**src/hw/rtl/cgt_pkg.sv**
```systemverilog
// Package for the color gradient timeline unit.
// Types, sequencer states and reset tables shared by all files; no dependencies.
package cgt_pkg;

  localparam int DIV_W = 24;   // dividend / quotient width of the shared divider
  localparam int DEN_W = 16;   // divisor width

  typedef logic [7:0]  byte_t;
  typedef logic [23:0] rgb_t;

  typedef enum logic [1:0] {
    FN_EVAL   = 2'd0,
    FN_SET    = 2'd1,
    FN_ADD    = 2'd2,
    FN_REMOVE = 2'd3
  } func_e;

  typedef enum logic [3:0] {
    S_IDLE,
    S_SCAN,
    S_RATIO,
    S_DIV,
    S_COLL,
    S_COLR,
    S_BLEND,
    S_SET,
    S_RS_RD,
    S_RS_DIV,
    S_RS_FIN,
    S_OUT
  } state_t;

  localparam int    INIT_N = 4;
  localparam byte_t INIT_TIMES [INIT_N] = '{8'd0, 8'd85, 8'd170, 8'd255};
  localparam rgb_t  INIT_COLORS[INIT_N] = '{24'hFF0000, 24'h00FF00, 24'h0000FF, 24'hFF0000};

  // Widened time point: t<<8 | t
  function automatic logic [15:0] widen(input byte_t t);
    return {t, t};
  endfunction

  // x/255 for x <= 65025
  function automatic byte_t div255(input logic [15:0] x);
    logic [15:0] s;
    s = x + 16'd1 + {8'd0, x[15:8]};
    return s[15:8];
  endfunction

endpackage

```
**src/hw/rtl/cgt_if.sv**
```systemverilog
// Channel interfaces of the color gradient timeline unit.
// Depends on cgt_pkg.
interface cgt_in_if import cgt_pkg::*; ();
  logic  valid;
  logic  ready;
  func_e func;
  logic [15:0] time_progress;
  logic [2:0]  marker_index;
  byte_t marker_time;
  byte_t marker_red;
  byte_t marker_green;
  byte_t marker_blue;

  modport source (output valid, func, time_progress, marker_index, marker_time,
                  marker_red, marker_green, marker_blue, input ready);
  modport sink   (input valid, func, time_progress, marker_index, marker_time,
                  marker_red, marker_green, marker_blue, output ready);
endinterface

interface cgt_out_if import cgt_pkg::*; ();
  logic  valid;
  logic  ready;
  byte_t red;
  byte_t green;
  byte_t blue;
  logic [3:0] count_now;
  logic  request_ignored;

  modport source (output valid, red, green, blue, count_now, request_ignored,
                  input ready);
  modport sink   (input valid, red, green, blue, count_now, request_ignored,
                  output ready);
endinterface

```
**src/hw/rtl/cgt_div.sv**
```systemverilog
// Shared restoring divider, one quotient bit per cycle.
// Depends on cgt_pkg.
module cgt_div import cgt_pkg::*; (
  input  logic             clk,
  input  logic             rst_n,
  input  logic             start,
  input  logic [DIV_W-1:0] dividend,
  input  logic [DEN_W-1:0] divisor,
  output logic             done,
  output logic [DIV_W-1:0] quotient
);

  localparam int CNT_W = $clog2(DIV_W + 1);

  logic [CNT_W-1:0] cnt_r;
  logic [DEN_W-1:0] rem_r;
  logic [DIV_W-1:0] q_r;
  logic             done_r;
  logic [DEN_W-1:0] den_r;
  logic [DEN_W:0]   trial;
  logic [DEN_W:0]   diff;

  assign trial = {rem_r, q_r[DIV_W-1]};
  assign diff  = trial - {1'b0, den_r};

  always_ff @(posedge clk) begin
    if (!rst_n) begin
      cnt_r  <= '0;
      done_r <= 1'b0;
    end else begin
      done_r <= 1'b0;
      if (start) begin
        cnt_r <= CNT_W'(DIV_W);
      end else if (cnt_r != '0) begin
        cnt_r  <= cnt_r - 1'b1;
        done_r <= (cnt_r == CNT_W'(1));
      end
    end
  end

  always_ff @(posedge clk) begin
    if (start) begin
      rem_r <= '0;
      q_r   <= dividend;
      den_r <= divisor;
    end else if (cnt_r != '0) begin
      if (!diff[DEN_W]) begin
        rem_r <= diff[DEN_W-1:0];
        q_r   <= {q_r[DIV_W-2:0], 1'b1};
      end else begin
        rem_r <= trial[DEN_W-1:0];
        q_r   <= {q_r[DIV_W-2:0], 1'b0};
      end
    end
  end

  assign done     = done_r;
  assign quotient = q_r;

endmodule

```
**src/hw/rtl/color_gradient_timeline_unit.sv**
```systemverilog
// Color gradient timeline unit: marker table, sequencer and blend datapath.
// Depends on cgt_pkg, cgt_if and cgt_div.
//
// One request is taken at a time; ready is low until its result beat has been
// taken. Evaluate walks the marker pairs one table read per cycle, runs the
// shared 24-step divider for the ratio (skipped when the progress sits on or
// outside the pair ends), reads the two colors and blends one channel per
// cycle. Add and remove rescale each time point through the same divider, one
// marker at a time; refused requests go straight to the result beat.
module color_gradient_timeline_unit import cgt_pkg::*; #(
  parameter int MAX_MARKERS = 8
) (
  input  logic      clk,
  input  logic      rst_n,
  cgt_in_if.sink    in_bus,
  cgt_out_if.source out_bus
);

  localparam int IW = $clog2(MAX_MARKERS);
  localparam int CW = $clog2(MAX_MARKERS + 1);
  localparam int RESET_N = (MAX_MARKERS < INIT_N) ? MAX_MARKERS : INIT_N;

  state_t state_r, state_nxt;

  byte_t   tp_r  [MAX_MARKERS];
  rgb_t    col_r [MAX_MARKERS];
  logic [CW-1:0] cnt_r;

  func_e       func_r;
  logic [15:0] prog_r;
  logic [2:0]  idx_r;
  byte_t       mtime_r;
  rgb_t        mcolor_r;

  logic [IW-1:0] i_r;
  logic [IW-1:0] pos_r;
  byte_t   l_r, r_r, ratio_r;
  rgb_t    cl_r, cr_r;
  logic [1:0] ch_r;
  byte_t   red_r, green_r, blue_r;
  logic    ign_r;

  byte_t   tp_rd;
  rgb_t    col_rd;
  logic    hit;
  logic    last_pair;
  logic [15:0] lw, rw;

  logic             div_start;
  logic [DIV_W-1:0] div_dividend;
  logic [DEN_W-1:0] div_divisor;
  logic             div_done;
  logic [DIV_W-1:0] div_q;

  logic [CW-1:0] n_m1;
  logic [15:0]   mix;
  byte_t         ch_val;
  byte_t         sat_q;

  assign tp_rd  = tp_r[i_r];
  assign col_rd = col_r[i_r];
  assign n_m1   = cnt_r - 1'b1;
  assign lw     = widen(l_r);
  assign rw     = widen(r_r);
  assign hit    = (prog_r >= lw) && (prog_r <= widen(tp_rd));
  assign last_pair = (CW'(i_r) == n_m1);

  assign mix    = 16'(cl_r[23:16] * (8'd255 - ratio_r)) + 16'(cr_r[23:16] * ratio_r);
  assign ch_val = div255(mix);
  assign sat_q  = (div_q > DIV_W'(255)) ? 8'd255 : div_q[7:0];

  cgt_div u_div (
    .clk      (clk),
    .rst_n    (rst_n),
    .start    (div_start),
    .dividend (div_dividend),
    .divisor  (div_divisor),
    .done     (div_done),
    .quotient (div_q)
  );

  always_comb begin
    div_start    = 1'b0;
    div_dividend = DIV_W'(8'd255) * DIV_W'(prog_r - lw);
    div_divisor  = rw - lw;
    if (state_r == S_RATIO) begin
      div_start = (prog_r > lw) && (prog_r < rw);
    end else if (state_r == S_RS_RD) begin
      div_start    = (i_r != pos_r);
      div_dividend = DIV_W'(tp_rd) * DIV_W'(n_m1);
      div_divisor  = (func_r == FN_ADD) ? DEN_W'(cnt_r) : DEN_W'(cnt_r - CW'(2));
    end
  end

  always_ff @(posedge clk) begin
    if (!rst_n) state_r <= S_IDLE;
    else        state_r <= state_nxt;
  end

  always_comb begin
    state_nxt = state_r;
    case (state_r)
      S_IDLE: begin
        if (in_bus.valid) begin
          case (in_bus.func)
            FN_EVAL:   state_nxt = S_SCAN;
            FN_SET:    state_nxt = S_SET;
            FN_ADD:    state_nxt = (32'(cnt_r) >= MAX_MARKERS) ? S_OUT : S_RS_RD;
            FN_REMOVE: state_nxt = (cnt_r <= CW'(2)) ? S_OUT : S_RS_RD;
            default:   state_nxt = S_OUT;
          endcase
        end
      end
      S_SCAN:   if (i_r != '0 && (hit || last_pair)) state_nxt = S_RATIO;
      S_RATIO:  state_nxt = div_start ? S_DIV : S_COLL;
      S_DIV:    if (div_done) state_nxt = S_COLL;
      S_COLL:   state_nxt = S_COLR;
      S_COLR:   state_nxt = S_BLEND;
      S_BLEND:  if (ch_r == 2'd2) state_nxt = S_OUT;
      S_SET:    state_nxt = S_OUT;
      S_RS_RD:  state_nxt = (i_r == pos_r) ? S_RS_FIN : S_RS_DIV;
      S_RS_DIV: if (div_done) state_nxt = S_RS_RD;
      S_RS_FIN: state_nxt = S_OUT;
      S_OUT:    if (out_bus.ready) state_nxt = S_IDLE;
      default:  state_nxt = S_IDLE;
    endcase
  end

  // Table and count: reset loads the default gradient.
  always_ff @(posedge clk) begin
    if (!rst_n) begin
      for (int k = 0; k < MAX_MARKERS; k++) begin
        tp_r[k]  <= (k < RESET_N) ? INIT_TIMES[k % INIT_N]  : '0;
        col_r[k] <= (k < RESET_N) ? INIT_COLORS[k % INIT_N] : '0;
      end
      cnt_r <= CW'(RESET_N);
    end else begin
      case (state_r)
        S_SET: begin
          if (32'(idx_r) < MAX_MARKERS) begin
            tp_r[IW'(idx_r)]  <= mtime_r;
            col_r[IW'(idx_r)] <= mcolor_r;
            if (idx_r == 3'd0)
              col_r[IW'(n_m1)] <= mcolor_r;
            else if (32'(idx_r) == 32'(n_m1))
              col_r[0] <= mcolor_r;
          end
        end
        S_RS_DIV: if (div_done) tp_r[i_r] <= sat_q;
        S_RS_FIN: begin
          tp_r[pos_r]  <= 8'd255;
          col_r[pos_r] <= col_r[0];
          cnt_r <= (func_r == FN_ADD) ? cnt_r + 1'b1 : n_m1;
        end
        default: ;
      endcase
    end
  end

  // Request capture and working registers
  always_ff @(posedge clk) begin
    case (state_r)
      S_IDLE: begin
        func_r   <= in_bus.func;
        prog_r   <= in_bus.time_progress;
        idx_r    <= in_bus.marker_index;
        mtime_r  <= in_bus.marker_time;
        mcolor_r <= {in_bus.marker_red, in_bus.marker_green, in_bus.marker_blue};
        i_r      <= '0;
        ch_r     <= '0;
        red_r    <= '0;
        green_r  <= '0;
        blue_r   <= '0;
        pos_r    <= (in_bus.func == FN_ADD) ? IW'(cnt_r) : IW'(cnt_r - CW'(2));
        ign_r    <= ((in_bus.func == FN_ADD) && (32'(cnt_r) >= MAX_MARKERS)) ||
                    ((in_bus.func == FN_REMOVE) && (cnt_r <= CW'(2)));
      end
      S_SCAN: begin
        if (i_r == '0) begin
          l_r <= tp_rd;
          i_r <= i_r + 1'b1;
        end else begin
          r_r <= tp_rd;
          if (hit || last_pair) begin
            i_r <= i_r - 1'b1;     // point at left marker of the chosen pair
          end else begin
            l_r <= tp_rd;
            i_r <= i_r + 1'b1;
          end
        end
      end
      S_RATIO: ratio_r <= (prog_r <= lw) ? 8'd0 : 8'd255;
      S_DIV:   if (div_done) ratio_r <= div_q[7:0];
      S_COLL: begin
        cl_r <= col_rd;
        i_r  <= i_r + 1'b1;
      end
      S_COLR: cr_r <= col_rd;
      S_BLEND: begin
        case (ch_r)
          2'd0:    red_r   <= ch_val;
          2'd1:    green_r <= ch_val;
          default: blue_r  <= ch_val;
        endcase
        cl_r <= {cl_r[15:0], 8'd0};
        cr_r <= {cr_r[15:0], 8'd0};
        ch_r <= ch_r + 1'b1;
      end
      S_RS_DIV: if (div_done) i_r <= i_r + 1'b1;
      default: ;
    endcase
  end

  assign in_bus.ready            = (state_r == S_IDLE);
  assign out_bus.valid           = (state_r == S_OUT);
  assign out_bus.red             = red_r;
  assign out_bus.green           = green_r;
  assign out_bus.blue            = blue_r;
  assign out_bus.count_now       = 4'(cnt_r);
  assign out_bus.request_ignored = ign_r;

endmodule

```
**src/flat_wrapper.sv**
```systemverilog
// flat-port wrapper written by rule: the top's interface ports become plain ports
module color_gradient_timeline_unit_flat import cgt_pkg::*;
#(
  parameter int MAX_MARKERS = 8
)
  (clk, rst_n, in_bus_valid, in_bus_func, in_bus_time_progress, in_bus_marker_index, in_bus_marker_time, in_bus_marker_red, in_bus_marker_green, in_bus_marker_blue, in_bus_ready, out_bus_valid, out_bus_red, out_bus_green, out_bus_blue, out_bus_count_now, out_bus_request_ignored, out_bus_ready);
  cgt_in_if in_bus_i ();
  cgt_out_if out_bus_i ();
  input  logic clk;
  input  logic rst_n;
  input wire logic [$bits(in_bus_i.valid)-1:0] in_bus_valid;
  input wire logic [$bits(in_bus_i.func)-1:0] in_bus_func;
  input wire logic [$bits(in_bus_i.time_progress)-1:0] in_bus_time_progress;
  input wire logic [$bits(in_bus_i.marker_index)-1:0] in_bus_marker_index;
  input wire logic [$bits(in_bus_i.marker_time)-1:0] in_bus_marker_time;
  input wire logic [$bits(in_bus_i.marker_red)-1:0] in_bus_marker_red;
  input wire logic [$bits(in_bus_i.marker_green)-1:0] in_bus_marker_green;
  input wire logic [$bits(in_bus_i.marker_blue)-1:0] in_bus_marker_blue;
  output wire logic [$bits(in_bus_i.ready)-1:0] in_bus_ready;
  output wire logic [$bits(out_bus_i.valid)-1:0] out_bus_valid;
  output wire logic [$bits(out_bus_i.red)-1:0] out_bus_red;
  output wire logic [$bits(out_bus_i.green)-1:0] out_bus_green;
  output wire logic [$bits(out_bus_i.blue)-1:0] out_bus_blue;
  output wire logic [$bits(out_bus_i.count_now)-1:0] out_bus_count_now;
  output wire logic [$bits(out_bus_i.request_ignored)-1:0] out_bus_request_ignored;
  input wire logic [$bits(out_bus_i.ready)-1:0] out_bus_ready;
  assign in_bus_i.valid = in_bus_valid;
  assign in_bus_i.func = in_bus_func;
  assign in_bus_i.time_progress = in_bus_time_progress;
  assign in_bus_i.marker_index = in_bus_marker_index;
  assign in_bus_i.marker_time = in_bus_marker_time;
  assign in_bus_i.marker_red = in_bus_marker_red;
  assign in_bus_i.marker_green = in_bus_marker_green;
  assign in_bus_i.marker_blue = in_bus_marker_blue;
  assign in_bus_ready = in_bus_i.ready;
  assign out_bus_valid = out_bus_i.valid;
  assign out_bus_red = out_bus_i.red;
  assign out_bus_green = out_bus_i.green;
  assign out_bus_blue = out_bus_i.blue;
  assign out_bus_count_now = out_bus_i.count_now;
  assign out_bus_request_ignored = out_bus_i.request_ignored;
  assign out_bus_i.ready = out_bus_ready;
  color_gradient_timeline_unit #(.MAX_MARKERS(MAX_MARKERS)) u_core (.clk(clk), .rst_n(rst_n), .in_bus(in_bus_i), .out_bus(out_bus_i));
endmodule
```
**config.mk**
```make
export PLATFORM = sky130hd
export DESIGN_NAME = color_gradient_timeline_unit_flat
export DESIGN_NICKNAME = d
export VERILOG_FILES = /design/src/hw/rtl/cgt_pkg.sv /design/src/hw/rtl/cgt_if.sv /design/src/hw/rtl/cgt_div.sv /design/src/hw/rtl/color_gradient_timeline_unit.sv /design/src/flat_wrapper.sv
export SDC_FILE = /design/constraint.sdc
export NUM_CORES = 1
export LEC_CHECK = 0
export BUFFER_PORTS_ARGS = -buffer_cell sky130_fd_sc_hd__buf_2
export CAP_MARGIN = 20
export CORE_MARGIN = 10
export CORE_UTILIZATION = 40
export DETAILED_ROUTE_END_ITERATION = 6
export MAX_ROUTING_LAYER = met4
export SYNTH_ARGS = -nofsm -noshare
export SYNTH_HDL_FRONTEND = slang
export SYNTH_SLANG_ARGS = --single-unit
```
**constraint.sdc**
```tcl
create_clock -name clk -period 6.39 [get_ports clk]
set_input_delay 0.3195 -clock clk [delete_from_list [all_inputs] [get_ports clk]]
set_output_delay 0.3195 -clock clk [all_outputs]
set_load 0.02 [all_outputs]
```
==> reports/qor.txt, run 1 <==
SYNTH
-----------------------------------------------------------------------------------------
Count of mapped cells out of synthesis .....................................         3147
Avg Cell Area, Syn .........................................................     10.7 µm²
Fraction of the yosys area taken by sequential cells .......................        42.5%
Area fraction of the dominant cell type after synthesis ....................        40.6%
Post-synthesis instance area ...............................................    33600 µm²
Synth cell types ...........................................................           81
Number of enable-type register cells in the synthesized netlist ............          454
Main area contributors after synthesis ..................................... edfxtp_1 41%, fa_1 11%, ha_1 7.5%
Cell taking the most area after synthesis ..................................     edfxtp_1
Proportion of register bits with asynchronous set or reset after synthesis .           0%
Syn nets ...................................................................         3595
Most frequently used flop master after synthesis ...........................     edfxtp_1
Yosys warning total ........................................................            0
Post-synthesis register bit count ..........................................          487

DIE
-----------------------------------------------------------------------------------------
Die Y ......................................................................       310 µm
Starting utilization of the core area ......................................        40.3%
Floorplan die width ........................................................       310 µm
Area of the die ............................................................    96000 µm²
Core ar. ...................................................................    83400 µm²
Total I/O pin count ........................................................           88
Std cell rows ..............................................................          106

CLOCK TREE
-----------------------------------------------------------------------------------------
CTS tree ...................................................................          yes
Buffer levels on the longest clock path ....................................            3
Source-to-sink clock delay at the later pin of the worst-skew pair .........      0.63 ns
Clock H-tree levels ........................................................            2
Register clock-pin slew on the reported worst setup and hold paths .........      0.06 ns
Sink count of the clock tree ...............................................          487
Clock tree root buffer cell ................................................    clkbuf_16
Number of buffers created by CTS ...........................................           52

STA
-----------------------------------------------------------------------------------------
Setup-failing EPs final ....................................................           28
Worst Slack Setup Final ....................................................    -0.522 ns
Transition time at the pin with the least slew margin ......................      1.18 ns
Worst rel slew slack .......................................................        21.3%
Fin. max-slew vios .........................................................            0
Clock Skews ................................................................    0.0759 ns
Highest attainable clock frequency .........................................      145 MHz
Shortest clock period the worst path allows after layout ...................      6.91 ns
Part of the cycle the worst path needs .....................................         108%
Hold Fails Final Rpt .......................................................            0
Tightest hold margin .......................................................    0.0589 ns
Unrepaired setup endpoints after global routing ............................          yes

FINAL LAYOUT
-----------------------------------------------------------------------------------------
Most common cell after layout, fill and taps aside .........................     edfxtp_1
Number of antenna repair diodes ............................................            0
Fraction of layout cells with a size suffix above 1 ........................        19.0%
Commonest non-fill, non-tap cells in the layout ............................ 454 x edfxtp_1, 345 x inv_1, 343 x nand2_1, 263 x buf_4, 236 x o21ai_0
Number of nets in the final layout .........................................         3927
Area growth, synth to finish ...............................................        18.8%

DETAILED ROUTING
-----------------------------------------------------------------------------------------
Remaining design rule violation count ......................................            0
Total iterations of the first detailed-routing run .........................            5
WL/cell ....................................................................      19.2 µm
Initial detailed-routing violation count ...................................         1783
Aggregate routed wire length ...............................................     88100 µm
Vias/cell ..................................................................         5.26
Detailed-route via count ...................................................        24200
Count of antenna-violating nets left after detailed routing ................            0

GLOBAL ROUTE
-----------------------------------------------------------------------------------------
Antenna violations before repair ...........................................            0
Largest net degree at the start of global routing ..........................           61
GRT overflow ...............................................................            0
Number of global-route vias before repair ..................................        24600
GRT Overall Usage ..........................................................        18.8%
Wire length of the first global-routing pass ...............................    139000 µm

WORST SETUP PATH
-----------------------------------------------------------------------------------------
Worst setup slack for register-to-register paths ...........................     -0.52 ns
Reg2Reg Launch Point ....................................................... u_core.ratio_r[5]$_DFFE_PP_
Startpoint-to-endpoint class of the critical path .......................... flip-flop to flip-flop
Worst endpoint required time ...............................................      6.72 ns
Worst reg-to-reg path cell count ...........................................           25
Destination of the worst register-to-register timing path .................. u_core.out_bus.green[4]$_DFFE_PP_
Nature of the critical path endpoint .......................................    flip-flop
Worst Path Arrival .........................................................      7.25 ns
Type of origin of the critical path ........................................    flip-flop
Critical-path maximum fanout ...............................................            6

MIN PATH
-----------------------------------------------------------------------------------------
Hold worst-path end ........................................................ u_core.func_r[0]$_DFFE_PP_
Hold Crit Class ............................................................ input port to flip-flop
Worst min-delay path startpoint ............................................ in_bus_func[0]
Worst hold stages ..........................................................            1

RUN
-----------------------------------------------------------------------------------------
Maximum Capacitance Violations .............................................            0

PLACEMENT
-----------------------------------------------------------------------------------------
Placed wire-length estimate after detailed placement .......................     63800 µm
Quantity of I/O buffers inserted on ports ..................................           87
Final GP Congestion ........................................................        0.889

STATUS
-----------------------------------------------------------------------------------------
Failing checks ............................................................. setup timing
Result of the run .......................................................... finished, violations left

## worst max path at each step
stage,slack (ns),cells after the start,to,from
CTS,-0.52,27,u_core.out_bus.red[4]$_DFFE_PP_,u_core.ratio_r[2]$_DFFE_PP_
finish,-0.52,25,u_core.out_bus.green[4]$_DFFE_PP_,u_core.ratio_r[5]$_DFFE_PP_
detailed placement,-0.68,28,u_core.out_bus.red[4]$_DFFE_PP_,u_core.ratio_r[3]$_DFFE_PP_
floorplan,-0.43,28,u_core.out_bus.blue[4]$_DFFE_PP_,u_core.ratio_r[2]$_DFFE_PP_
global route,-0.79,27,u_core.out_bus.blue[4]$_DFFE_PP_,u_core.ratio_r[5]$_DFFE_PP_
global placement,-0.66,28,u_core.out_bus.green[4]$_DFFE_PP_,u_core.ratio_r[3]$_DFFE_PP_
## worst max-delay path, cell delays in order, from the launching register on
cell and delay (ns):
edfxtp_1 0.44, buf_6 0.15, nand2b_4 0.13, fa_1 0.47, fa_1 0.56, inv_2 0.04
fa_1 0.48, fa_1 0.51, fa_1 0.49, inv_1 0.05, fa_1 0.49, inv_2 0.04
ha_4 0.20, o21a_1 0.21, o211a_4 0.26, and4_4 0.19, or2_4 0.26, xor2_2 0.15
ha_1 0.29, and3_1 0.17, a221o_1 0.31, a31o_2 0.23, a21oi_4 0.20, nor3_2 0.06
xnor2_1 0.15, nor2_1 0.09
## cells by family after synthesis
family | count (synthesis) | share of synthesized area, %
AOI/OAI and AO/OA | 635 | 11.6
xor gates and xnor gates | 108 | 2.90
adders and majority gates | 392 | 18.8
buffers and inverters | 518 | 5.85
DFF | 487 | 42.5
muxes | 136 | 6.44
other | 1 | 0.0112
and+or+nand+nor | 870 | 11.9
## metrics by stage
stage	std cells	area [µm²]	util [%]	TNS (ns)	setup slack, ns
floorplan	3147	33800	-	-6.11	-0.428
global placement	4423	37000	44.3	-14.74	-0.661
detailed placement	4423	37000	44.3	-15.97	-0.684
CTS	4590	39600	47.4	-11.44	-0.516
global route	4600	40000	47.9	-19.24	-0.787
finish	4600	40000	47.9	-11.05	-0.522
## registers in the layout, summed over array words and instances, names as in the netlist, 16 cells and up, named ones only
name,flops
u_core.prog_r,16
u_core.u_div.rem_r,16
u_core.tp_r,64
u_core.u_div.quotient,24
u_core.col_r,192
u_core.cl_r,24
u_core.u_div.den_r,16
u_core.mcolor_r,24
u_core.cr_r,24
## per-layer routing
| layer | wire length, µm | GRT usage (%) |
|---|---|---|
| met5 | 0 | - |
| met1 | 39400 | 25.2 |
| met3 | 4670 | 2.33 |
| met2 | 42400 | 30.6 |
| met4 | 1630 | 4.20 |
## cell usage after synthesis, types with 64 or more instances
master / number
mux2i_1: 69
edfxtp_1: 454
o21ai_0: 246
a21oi_1: 145
fa_1: 189
mux4_2: 64
ha_1: 202
nand2_1: 345
nor2_1: 223
xnor2_1: 68
inv_1: 374
clkbuf_1: 123
## layout make-up
class	instances	area (µm²)
clock inverters	24	243
clock buffers	71	1410
well taps	1080	1350
repair buffers	422	3170
inverters	374	1410
flip-flops and latches	487	14300
multi-input cells	2142	18100
fillers	7605	43500
## timing repair
item | in CTS | in global routing
pin swaps | 65 | 46
gates cloned | 0 | 0
resized for setup | 58 | 80
setup endpoints to repair | 31 | 33
hold endpoints to repair | 51 | 0
hold buffers | 51 | 0
setup buffers | 21 | 14
Power of run 1 is left out: the tool's default activity adds up to more than one toggle a clock period on the data nets, which glitch-free logic cannot reach.
==> run 2, diff against run 1 <==
--- a/config.mk
+++ b/config.mk
@@ -10,7 +10,8 @@
 export CORE_MARGIN = 10
 export CORE_UTILIZATION = 40
 export DETAILED_ROUTE_END_ITERATION = 6
-export MAX_ROUTING_LAYER = met4
+export HOLD_SLACK_MARGIN = 0.02
 export SYNTH_ARGS = -nofsm -noshare
 export SYNTH_HDL_FRONTEND = slang
 export SYNTH_SLANG_ARGS = --single-unit
+export TNS_END_PERCENT = 30
==> run 2 against run 1 <==
Net effect: the flow still finishes with violations (setup timing); hold slack improved by 0.018 ns; routed wire length rose by 0.97%; register-to-register slack barely moved; critical path depth rose by 1; global-route usage fell by 0.27 points; count of clock-buffer cells in the layout rose by 1; cell area rose by 0.24%; sequential share of layout area fell by 0.085 points; core utilization rose by 0.11 points; sequential cell count did not move; maximum frequency barely moved; critical path type unchanged.
==> reports/qor.txt, run 2 (synthesis gave the netlist of run 1 again) <==
GLOBAL ROUTE
---------------------------------------------------------------------------------
Number of global-route vias before repair ..........................        25000
GRT overflow .......................................................            0
Wire length of the first global-routing pass .......................    141000 µm
GRT Overall Usage ..................................................        18.6%
Antenna violations before repair ...................................            0
Largest net degree at the start of global routing ..................           61

DIE
---------------------------------------------------------------------------------
Total I/O pin count ................................................           88
Die Y ..............................................................       310 µm
Starting utilization of the core area ..............................        40.3%
Core ar. ...........................................................    83400 µm²
Floorplan die width ................................................       310 µm
Std cell rows ......................................................          106
Area of the die ....................................................    96000 µm²

PLACEMENT
---------------------------------------------------------------------------------
Post-place setup slack .............................................    -0.642 ns
Post-place instance area ...........................................    36900 µm²
Final GP Congestion ................................................        0.884
Quantity of I/O buffers inserted on ports ..........................           87
Placed wire-length estimate after detailed placement ...............     63800 µm
Number of cells in the design after placement ......................         4424

MIN PATH
---------------------------------------------------------------------------------
Worst min-delay path startpoint .................................... in_bus_func[1]
Hold Crit Class .................................................... input port to flip-flop

DETAILED ROUTING
---------------------------------------------------------------------------------
Remaining design rule violation count ..............................            0
Count of antenna-violating nets left after detailed routing ........            0
Total iterations of the first detailed-routing run .................            6
WL/cell ............................................................      19.2 µm
Vias/cell ..........................................................         5.26
Aggregate routed wire length .......................................     89000 µm
Initial detailed-routing violation count ...........................         2041
Detailed-route via count ...........................................        24300

WORST SETUP PATH
---------------------------------------------------------------------------------
Worst endpoint required time .......................................      6.73 ns
Highest-delay cell along the critical path .........................         fa_1
CP dominant cell by count ..........................................         fa_1
Startpoint-to-endpoint class of the critical path .................. flip-flop to flip-flop
Worst Path Arrival .................................................      7.25 ns
Critical path's top delay family ...................................  adder cells
Nature of the critical path endpoint ...............................    flip-flop
Type of origin of the critical path ................................    flip-flop
Longest individual stage delay on the worst path ...................      0.56 ns
Worst path buffer plus inverter count ..............................            6
Critical path launch point ......................................... u_core.ratio_r[3]$_DFFE_PP_
Critical-path maximum fanout .......................................            4
Reg2Reg Launch Point ............................................... u_core.ratio_r[3]$_DFFE_PP_

CLOCK TREE
---------------------------------------------------------------------------------
Buffer levels on the longest clock path ............................            3
Number of buffers created by CTS ...................................           53
Sink count of the clock tree .......................................          487
Source-to-sink clock delay at the later pin of the worst-skew pair .      0.64 ns
Clock tree root buffer cell ........................................    clkbuf_16
Register clock-pin slew on the reported worst setup and hold paths .      0.06 ns
CTS tree ...........................................................          yes
Clock H-tree levels ................................................            2

FINAL LAYOUT
---------------------------------------------------------------------------------
Number of nets in the final layout .................................         3946
Number of flip-flops in the largest register .......................          192
Most common cell after layout, fill and taps aside .................     edfxtp_1
Final std cells w/o fill ...........................................         4622
Number of antenna repair diodes ....................................            0
Reg with most FFs .................................................. u_core.col_r
Commonest non-fill, non-tap cells in the layout .................... 454 x edfxtp_1, 356 x inv_1, 343 x nand2_1, 286 x buf_4, 237 x o21ai_0
Fraction of layout cells with a size suffix above 1 ................        18.9%
Largest regs ....................................................... u_core.col_r (192), u_core.tp_r (64)
Area growth, synth to finish .......................................        19.1%
Final standard cell area without fillers ...........................    40000 µm²

STA
---------------------------------------------------------------------------------
Transition time at the pin with the least slew margin ..............      1.05 ns
Unrepaired setup endpoints after global routing ....................          yes
Tightest hold margin ...............................................    0.0768 ns
Shortest clock period the worst path allows after layout ...........      6.91 ns
Worst rel slew slack ...............................................        29.9%
Setup-failing EPs final ............................................           28
Clock Skews ........................................................    0.0601 ns
Part of the cycle the worst path needs .............................         108%
Worst Slack Setup Final ............................................    -0.516 ns
Hold Fails Final Rpt ...............................................            0
Highest attainable clock frequency .................................      145 MHz
Fin. max-slew vios .................................................            0

STATUS
---------------------------------------------------------------------------------
Result of the run .................................................. finished, violations left
Failing checks ..................................................... setup timing

RUN
---------------------------------------------------------------------------------
Maximum Capacitance Violations .....................................            0

## run 2: final cells by class
class | instances | area (µm²)
Tap cell | 1080 | 1350
Multi-Input combinational cell | 2142 | 18000
Sequential cell | 487 | 14300
Clock buffer | 72 | 1460
Fill cell | 7529 | 43400
Clock inverter | 27 | 288
Timing Repair Buffer | 440 | 3280
Inverter | 374 | 1410
## run 2: path summary, 6_finish.rpt
| kind | slack (ns) | cells past startpoint | to |
|---|---|---|---|
| setup / recovery | -0.52 | 26 | u_core.out_bus.green[0]$_DFFE_PP_ |
| hold / removal | 0.08 | 1 | u_core.func_r[1]$_DFFE_PP_ |
| setup reg to reg | -0.52 | 26 | u_core.out_bus.green[0]$_DFFE_PP_ |
| hold reg to reg | 0.49 | 2 | u_core.u_div.rem_r[1]$_SDFFE_PP0P_ |
## run 2: repair_timing
item / 4_1_cts / 5_1_grt
gates cloned: 0 / 0
setup buffers: 27 / 22
endpoints found under the hold margin: 52 / 0
setup endpoints to repair: 31 / 35
hold buffers: 52 / 0
resized for setup: 50 / 80
pin swaps: 29 / 74
## run 2: per-layer routing
layer / global-route usage (%) / part of all wire (%) / vias up
li1: - / - / 11600
met1: 25.3 / 44 / 11900
met2: 31.1 / 48 / 686
met3: 2.24 / 5.6 / 121
met4: 4.82 / 2.2 / 0
met5: 0 / 0 / -
## run 2: through the flow
step	utilization [%]	setup TNS, ns
finish	48.0	-10.54
CTS	47.4	-12.39
detailed placement	44.2	-16.52
global route	48.0	-18.55
global placement	44.2	-13.11
floorplan	-	-6.64
Power of run 2 is left out for the same reason.
==> run 3, diff against run 2 <==
--- a/config.mk
+++ b/config.mk
@@ -9,6 +9,7 @@
 export CAP_MARGIN = 20
 export CORE_MARGIN = 10
 export CORE_UTILIZATION = 40
+export CTS_BUF_LIST = sky130_fd_sc_hd__clkbuf_8
 export DETAILED_ROUTE_END_ITERATION = 6
 export HOLD_SLACK_MARGIN = 0.02
 export SYNTH_ARGS = -nofsm -noshare
==> run 3 against run 2 <==
Net effect: the flow still finishes with violations (setup timing); routed wire length decreased by 0.34%; setup slack improved by 0.0086 ns; critical path depth unchanged; via count increased by 0.28%; core utilization decreased by 0.60 points; final cell count increased by 0.65%; register-to-register slack about the same; critical path type unchanged.
==> reports/qor.txt, run 3 (synthesis gave the netlist of run 1 again) <==
WORST SETUP PATH
---------------------------------------------------------------------------------
Destination of the worst register-to-register timing path .......... u_core.out_bus.red[4]$_DFFE_PP_
Worst Path Arrival .................................................      7.32 ns
Reg2Reg Launch Point ............................................... u_core.ratio_r[2]$_DFFE_PP_
Critical-path maximum fanout .......................................            6
Worst endpoint required time .......................................      6.82 ns
Type of origin of the critical path ................................    flip-flop
Critical path launch point ......................................... u_core.ratio_r[2]$_DFFE_PP_
Nature of the critical path endpoint ...............................    flip-flop
Startpoint-to-endpoint class of the critical path .................. flip-flop to flip-flop
Worst setup slack for register-to-register paths ...................     -0.51 ns
Worst reg-to-reg path cell count ...................................           26

FINAL LAYOUT
---------------------------------------------------------------------------------
Area growth, synth to finish .......................................        17.6%
Largest regs ....................................................... u_core.col_r (192), u_core.tp_r (64)
Number of flip-flops in the largest register .......................          192
Final std cells w/o fill ...........................................         4652
Most common cell after layout, fill and taps aside .................     edfxtp_1
Filler cell count ..................................................         7631
Fraction of layout cells with a size suffix above 1 ................        18.2%
Fraction of the core area covered by cells at the end of the flow ..        47.4%
Number of nets in the final layout .................................         3958
Commonest non-fill, non-tap cells in the layout .................... 454 x edfxtp_1, 386 x inv_1, 344 x nand2_1, 273 x buf_4, 239 x o21ai_0
Reg with most FFs .................................................. u_core.col_r

PLACEMENT
---------------------------------------------------------------------------------
Quantity of I/O buffers inserted on ports ..........................           87
Placed wire-length estimate after detailed placement ...............     63800 µm
Number of cells in the design after placement ......................         4424
Final GP Congestion ................................................        0.884
Post-place setup slack .............................................    -0.642 ns

CLOCK TREE
---------------------------------------------------------------------------------
Buffer levels on the longest clock path ............................            3
Clock H-tree levels ................................................            3
Source-to-sink clock delay at the later pin of the worst-skew pair .      0.72 ns
Register clock-pin slew on the reported worst setup and hold paths .      0.06 ns
CTS tree ...........................................................          yes
Sink count of the clock tree .......................................          487
Number of buffers created by CTS ...................................           82
Clock tree root buffer cell ........................................     clkbuf_8

GLOBAL ROUTE
---------------------------------------------------------------------------------
Largest net degree at the start of global routing ..................           61
GRT Overall Usage ..................................................        18.7%
GRT overflow .......................................................            0
Number of global-route vias before repair ..........................        25300
Antenna violations before repair ...................................            1
Wire length of the first global-routing pass .......................    142000 µm

STA
---------------------------------------------------------------------------------
Highest attainable clock frequency .................................      145 MHz
Shortest clock period the worst path allows after layout ...........      6.90 ns
Worst Slack Setup Final ............................................    -0.508 ns
Part of the cycle the worst path needs .............................         108%
Hold Fails Final Rpt ...............................................            0
Worst rel slew slack ...............................................        23.7%
Fin. max-slew vios .................................................            0
Clock Skews ........................................................    0.0549 ns
Tightest hold margin ...............................................     0.132 ns
Setup-failing EPs final ............................................           28
Transition time at the pin with the least slew margin ..............      1.14 ns
Unrepaired setup endpoints after global routing ....................          yes

MIN PATH
---------------------------------------------------------------------------------
Worst hold stages ..................................................            3
Hold Crit Class .................................................... input port to flip-flop
Worst min-delay path startpoint .................................... in_bus_valid
Hold worst-path end ................................................ u_core.state_r[0]$_SDFFE_PN0P_

DIE
---------------------------------------------------------------------------------
Total I/O pin count ................................................           88
Core ar. ...........................................................    83400 µm²
Starting utilization of the core area ..............................        40.3%
Floorplan die width ................................................       310 µm
Area of the die ....................................................    96000 µm²
Std cell rows ......................................................          106
Die Y ..............................................................       310 µm

DETAILED ROUTING
---------------------------------------------------------------------------------
Total iterations of the first detailed-routing run .................            7
Initial detailed-routing violation count ...........................         2076
Detailed-route via count ...........................................        24400
Vias/cell ..........................................................         5.24
Count of antenna-violating nets left after detailed routing ........            0
WL/cell ............................................................      19.1 µm
Remaining design rule violation count ..............................            0
Aggregate routed wire length .......................................     88700 µm

STATUS
---------------------------------------------------------------------------------
Result of the run .................................................. finished, violations left
Failing checks ..................................................... setup timing

RUN
---------------------------------------------------------------------------------
Maximum Capacitance Violations .....................................            0

-- run 3: cell types whose count changed in the layout (fill, tap and decap cells not counted), sizes merged, moves of 4 or more --
cell,change
buf,-18
clkbuf,+10
clkinv,+14
clkinvlp,-4
inv,+26
-- run 3: routing by layer --
layer / track usage [%] / wire length (µm)
met4: 5.36 / 1990
met3: 2.71 / 5460
met1: 25.0 / 39000
met2: 31.2 / 42200
met5: 0 / 0
-- run 3: worst max path at each step --
stage | depth (start not counted) | slack [ns] | to
floorplan | 28 | -0.43 | u_core.out_bus.blue[4]$_DFFE_PP_
global placement | 28 | -0.54 | u_core.out_bus.red[4]$_DFFE_PP_
detailed placement | 28 | -0.64 | u_core.out_bus.green[4]$_DFFE_PP_
CTS | 26 | -0.46 | u_core.out_bus.green[4]$_DFFE_PP_
global route | 25 | -0.75 | u_core.out_bus.blue[4]$_DFFE_PP_
finish | 26 | -0.51 | u_core.out_bus.red[4]$_DFFE_PP_
-- run 3: what timing repair did --
| item | 4_1_cts | 5_1_grt |
|---|---|---|
| hold buffers | 53 | 0 |
| setup buffers | 13 | 16 |
| pin swaps | 22 | 31 |
| setup endpoints to repair | 31 | 33 |
| resized for setup | 48 | 42 |
| hold endpoints to repair | 53 | 0 |
-- run 3: cell type report --
cell class              instances  area (µm²)  share of cell area, %
well taps                    1080        1350                   3.42
clock buffers                  82        1130                   2.85
clock inverters                63         422                   1.07
inverters                     374        1410                   3.55
repair buffers                423        3140                   7.93
flip-flops and latches        487       14300                   36.2
diodes                          1        2.50                0.00633
multi-input cells            2142       17800                   45.0
-- run 3: critical path, cell delays in order (launching register included) --
cell and delay [ns]:
edfxtp_1 0.44, buf_4 0.16, nor2b_1 0.05, fa_1 0.53, inv_2 0.04, fa_1 0.53, inv_1 0.06, fa_1 0.58
fa_2 0.46, fa_1 0.49, inv_1 0.05, fa_1 0.48, inv_2 0.04, ha_4 0.20, o21a_1 0.19, o211a_4 0.25
and4_4 0.19, or2_4 0.26, xor2_2 0.15, ha_1 0.28, and3_4 0.16, a221o_1 0.32, a31o_2 0.24, a21oi_4 0.20
nor3_2 0.06, xnor2_1 0.17, nor2_2 0.07
-- run 3: through the flow --
stage / setup TNS, ns / instance area, µm²
global route: -18.85 / 39500
finish: -10.86 / 39500
CTS: -9.75 / 39300
global placement: -13.11 / 36900
detailed placement: -16.52 / 36900
floorplan: -6.64 / 33700
Power of run 3 is left out for the same reason.
